===== src/rtl/sse_pkg.sv =====
// Shared types and constants for the sorted set engine.
package sse_pkg;

    localparam int KEY_W        = 64;
    localparam int COUNT_W      = 7;
    localparam int SSE_CAPACITY = 64;

    typedef enum logic [1:0] {
        OP_INSERT = 2'd0,
        OP_REMOVE = 2'd1,
        OP_LOOKUP = 2'd2
    } op_t;

    // Per-cycle commands broadcast to every cell of the row.
    typedef struct packed {
        logic cmp;
        logic ins;
        logic rem;
    } ctl_t;

endpackage


===== src/rtl/sse_cell.sv =====
// One storage cell of the sorted row: holds a key, compares it and shifts with its neighbors.
module sse_cell (
    input  logic                      clk,
    input  sse_pkg::ctl_t             ctl,
    input  logic [sse_pkg::KEY_W-1:0] key,
    input  logic                      occ,
    input  logic                      left_gt,
    input  logic [sse_pkg::KEY_W-1:0] left_val,
    input  logic [sse_pkg::KEY_W-1:0] right_val,
    output logic [sse_pkg::KEY_W-1:0] val,
    output logic                      gt,
    output logic                      eq
);
    import sse_pkg::*;

    logic [KEY_W-1:0] val_reg;
    logic [KEY_W-1:0] val_next;
    logic             gt_reg;
    logic             gt_next;
    logic             eq_reg;
    logic             eq_next;

    always_comb
    begin
        gt_next  = gt_reg;
        eq_next  = eq_reg;
        val_next = val_reg;
        if (ctl.cmp)
        begin
            gt_next = occ && (key > val_reg);
            eq_next = occ && (key == val_reg);
        end
        // Cells that sort before the key stay put; the rest move.
        if (ctl.ins && !gt_reg)
        begin
            val_next = left_gt ? key : left_val;
        end
        else if (ctl.rem && !gt_reg)
        begin
            val_next = right_val;
        end
    end

    always_ff @(posedge clk)
    begin
        val_reg <= val_next;
        gt_reg  <= gt_next;
        eq_reg  <= eq_next;
    end

    assign val = val_reg;
    assign gt  = gt_reg;
    assign eq  = eq_reg;

endmodule


===== config.mk =====
export PLATFORM = sky130hd
export DESIGN_NAME = sse_cell
export DESIGN_NICKNAME = d
export VERILOG_FILES = /design/src/rtl/sse_pkg.sv /design/src/rtl/sse_cell.sv
export SDC_FILE = /design/constraint.sdc
export NUM_CORES = 1
export LEC_CHECK = 0
export ABC_AREA = 1
export BUFFER_PORTS_ARGS = -buffer_cell sky130_fd_sc_hd__buf_2
export CAP_MARGIN = 5
export CORE_MARGIN = 5
export CORE_UTILIZATION = 50
export CTS_CLUSTER_SIZE = 28
export DETAILED_ROUTE_END_ITERATION = 12
export PLACE_DENSITY = 0.88
export SYNTH_ARGS = -nofsm -noshare
export SYNTH_HDL_FRONTEND = slang
export SYNTH_SLANG_ARGS = --single-unit

===== constraint.sdc =====
create_clock -name clk -period 5.2 [get_ports clk]
set_clock_uncertainty 0.05 [all_clocks]
set_input_delay 0 -clock clk [delete_from_list [all_inputs] [get_ports clk]]
set_output_delay 0 -clock clk [all_outputs]
set_load 0.005 [all_outputs]

Word-level counts from Yosys, hierarchy flattened
Index checks and enable logic that the tools add are counted.

operators by class
  add/subtract/negate cells = 0
  $mul = 0
  div/mod/pow operators = 0
  magnitude comparators = 1
  equal/unequal tests = 1
  shift-type cells = 0
  mux-type cells = 3
  bitwise gates (word level) = 0
  reduce and logical (&&, ||, !) cells = 6

operators with widths
  kind                  count
  64-bit two-way mux    3
  64-bit equality test  1
  64-bit > comparator   1
  1-bit logical AND     4
  2-bit nonzero test    1
  1-bit zero test       1

word-level totals
  register bits after elaboration = 66
  latch bits = 0
  RAM bits = 0
  ROM bits = 0
  input bits = 198
  output and inout bits = 66
  word-level logic and storage cells = 14
  memories = 0

Logic depth before layout (Yosys ltp)
  word-level depth = 4
  gate-level depth with buffers = 15
  depth with buffers taken out = 15

Least setup slack after synthesis
Ideal clock, no wire load.

  path kind = flip-flop to flip-flop
  start = reg gt_reg, in the netlist gt
  end = reg val_reg[0], in the netlist val[0] (enable)
  setup time = 0.488 ns
  arrival = 3.124 ns
  required time = 4.662 ns
  path slack = 1.537 ns
  stages on the path, launching flop included = 2
  buffers on the path = 0
  period minus slack after synthesis = 3.663 ns
  cell sequence = edfxtp_1 nor2_1

between the ends
  word-level cells in the longest chain between the ends = 3
  elaborated cells on any way between the ends = 4
  those cells by class = reduce/logical: 4

RTL lines
  item                                         RTL line                        text
  start, declared                              sse_cell.sv:18                  logic gt_reg;
  start signal, assigned                       sse_cell.sv:47                  gt_reg <= gt_next;
  1-bit zero test *                            sse_cell.sv:34, sse_cell.sv:38
  1-bit logical AND, on equally long branches  sse_cell.sv:34, sse_cell.sv:38
  2-bit nonzero test (no line) *               n/a
  end signal, assigned                         sse_cell.sv:46                  val_reg <= val_next;
  end, declared                                sse_cell.sv:16                  logic [KEY_W-1:0] val_reg;

Mark *: on every way between the ends. The rest lies on a longest branch, timed or not.
A chain may end at the register's enable or synchronous reset.

Worst setup path in the final report
  start = reg gt_reg, in the netlist gt
  end = reg val_reg[40], in the netlist val[40], data pin

between the ends
  word-level cells in the longest chain between the ends = 3

RTL lines
  item                RTL line        text
  1-bit zero test     sse_cell.sv:34  if (ctl.ins && !gt_reg)
  1-bit logical AND   sse_cell.sv:34
  64-bit two-way mux  sse_cell.sv:34
  net val_next[40]    sse_cell.sv:17  logic [KEY_W-1:0] val_next;

The timed path passes the listed nets, and every way through them passes these cells.

==> impl_metrics.toml <==
[route]
ant_nets = 0
highest-signal-layer = "met4"
dr.pass1.iters = 5
routedLengthMet1_mm = 6.70
avgViaCountPerCell = 5.43
route.met2.wl_mm = 10.2
wl_per_cell_microns = 17.7
drt_iter0_drc = 540
num_vias = 6127
drc_errors = 0
wl_met3_mm = 2.19
routed_wl_mm = 19.9

[setup_path]
r2r_cells = 4
crit_type = "register to register"
critPathSlowestCell = "dlygate4sd3_1"
arrival_ns = 2.89
cp.required_ns = 5.25
worst-path-stages = 4
crit_family = "buffers and inverters"
path_cells = "nor2_4 > buf_4 > a31oi_1 > dlygate4sd3_1"
cp-start-kind = "register"
path_buf_inv = 2
worst_setup_path_end_kind = "register"
cpPeakStageDelay_ns = 0.63
worstPathMaxFanout = 60

[logic_synthesis]
synthAdderAreaFrac_pct = 16.1
netlist_area_sq_mm = 0.00496
synthMuxAreaShare_pct = 0
yosysTopAreaCell = "edfxtp_1"
yosys.cell_types.count = 20
netlist_instances = 633
synth_edf_count = 66
synthXorXnorAreaFrac_pct = 0
synth_compound_area_share_pct = 12.9
ys_seq_elements = 66
synth.area.top_cells = "edfxtp_1 40%, ha_1 16%, nand2_1 15%"
synth_top_family_by_area = "simple AND/OR/NAND/NOR gates"
yosys_warnings = 0
synthArstFlopShare_pct = 0
synth_flop_cell = "edfxtp_1"
syn_avg_cell_area_sq_um = 7.84
yosysTopAreaCellShare_pct = 39.9
synthSimpleGateAreaFrac_pct = 22.2
synth_fp_nets = 895
seq_area_frac_synth_pct = 39.9

[clocking]
cts_sinks = 66
clk_latency_ns = 0.34
tritoncts = "built"
path_clk_slew_ns = 0.09
cts-root-buf = "clkbuf_8"
cts_setup_buffers = 0
tritoncts.num_buffers = 9
cts.path.max_buffers = 2
htreeDepth = 3

[power]
p_clk_share_pct = 24.1
p_sw_share_pct = 33.1
combPwrFrac_pct = 34.1
power.density_mw_per_mm2 = 217
max-vdd-ir-drop_mv = 0.143
p_seq_share_pct = 41.8
internal-power_mw = 1.10
switchingPower_uw = 545
p_leak_nw = 3.87

[die]
dieArea_sq_mm = 0.0120
io_pins = 264
rows = 36
die_x_microns = 110
die_h_microns = 110
core_area_sq_mm = 0.00973
start_util_pct = 51.0

[sta]
fmax_mhz = 351
grt_setup_unrepaired = "no"
worst_slew_pin_slew_ns = 1.17
setup_viol = 0
tns_ns = 0
fin_crit_ns = 2.85
finalCritPeriodShare_pct = 54.8
finalHoldViolCount = 0
slew_headroom_pct = 22.1
finalMaxSlewViolations = 0

[placement]
dpl-instance-area_sq_mm = 0.00635
gp_congestion = 0.824
io_buffers = 263
hpwl_mm = 11.8

[grt]
antenna_found_initial = 1
grt_pass1_vias = 6253
grt_overflow = 0
grt_start_max_net_pins = 66
track_usage_pct = 32.0
grt_pass1_wl_mm = 29.6

[finish]
final_area_sq_mm = 0.00756
largest_reg_flops = 64
finalCoreUtilization_pct = 77.7
syn2layout_area_growth_pct = 52.4
drive_gt1_share_pct = 28.7
nets = 1250

[job]
drv_cap = 0

[min_path]
holdPathStages = 3
hold_path.class = "primary input to register"

[status]
status = "finished, final reports clean"
path summary, 6_finish.rpt:
path,startpoint,slack (ns),to
max,gt,2.35,val[40]
min,left_val[7],0.02,val[7]
max reg2reg,gt,2.35,val[40]
min reg2reg,gt,0.81,val[11]
power by group through the flow:
| stage | registers, mW | logic (mW) | clock network (mW) |
|---|---|---|---|
| after detailed placement | 0.695 | 0.442 | 0 |
| after floorplan | 0.701 | 0.239 | 0 |
| after global routing | 0.692 | 0.619 | 0.416 |
| final | 0.687 | 0.561 | 0.396 |
| after CTS | 0.683 | 0.529 | 0.390 |
| after global placement | 0.693 | 0.427 | 0 |
routing by layer:
layer / vias up / global-route usage [%]
met5: - / 0
met4: 0 / 14.7
li1: 2835 / -
met2: 406 / 60.5
met3: 80 / 8.46
met1: 2806 / 32.4
logic make-up (layout without fill, tap and decap cells):
family,count (synthesis),in the layout
flops,66,66
other cells,0,2
fa+ha+maj,64,64
compound gates,109,109
simple gates,288,288
buf+inv,106,466
worst register-to-register path, cell delays in order (launching register included):
cell and delay, ns:
edfxtp_1 0.49, nor2_4 0.59, buf_4 0.61, a31oi_1 0.24
dlygate4sd3_1 0.63
through the flow:
step,setup slack (ns),total power [mW],hold slack [ns],std cells
floorplan,1.54,0.940,0.0625,633
global placement,3.10,1.12,0.175,1006
detailed placement,3.06,1.14,0.177,1006
CTS,2.52,1.60,0.000515,1126
global route,2.22,1.73,0.0159,1127
finish,2.35,1.64,0.0183,1128
cells in the final DEF, fill, tap and decap left out, drive strengths merged:
| cell | Yosys | routed |
|---|---|---|
| buf | 21 | 267 |
| nand2 | 194 | 194 |
| dlygate4sd3 | 0 | 104 |
| nor2 | 86 | 86 |
| inv | 78 | 79 |
| edfxtp | 66 | 66 |
| a31oi | 64 | 64 |
| ha | 64 | 64 |
| a21oi | 32 | 32 |
| clkbuf | 6 | 9 |
| o21ai | 8 | 8 |
| clkinv | 1 | 5 |
| nand4 | 4 | 4 |
| o21a | 4 | 4 |
| diode | 0 | 2 |
| nand3 | 2 | 2 |
| clkinvlp | 0 | 2 |
| a21o | 1 | 1 |
| and3 | 1 | 1 |
| nor3b | 1 | 1 |
synth_stat cells (2+ instances only):
| library cell | n |
|---|---|
| edfxtp_1 | 66 |
| nor2_1 | 86 |
| buf_4 | 6 |
| ha_1 | 64 |
| a31oi_1 | 64 |
| clkbuf_1 | 6 |
| o21ai_0 | 8 |
| inv_1 | 77 |
| nand4_1 | 4 |
| nand3_1 | 2 |
| nand2_1 | 193 |
| buf_2 | 15 |
| a21oi_1 | 32 |
| o21a_1 | 4 |
area by class of cell:
class,instances,area [sq um]
inverters,79,297
fillers,598,2170
flip-flops and latches,66,1980
well taps,133,166
repair buffers,371,2390
clock buffers,9,124
clock inverters,7,45.0
multi-input cells,461,2560
diodes,2,5.00
what timing repair did:
action,in CTS,in global routing
endpoints found under the hold margin,61,0
hold buffers,104,0
gates resized for setup,0,0
Power figures use the tool's default switching activity.
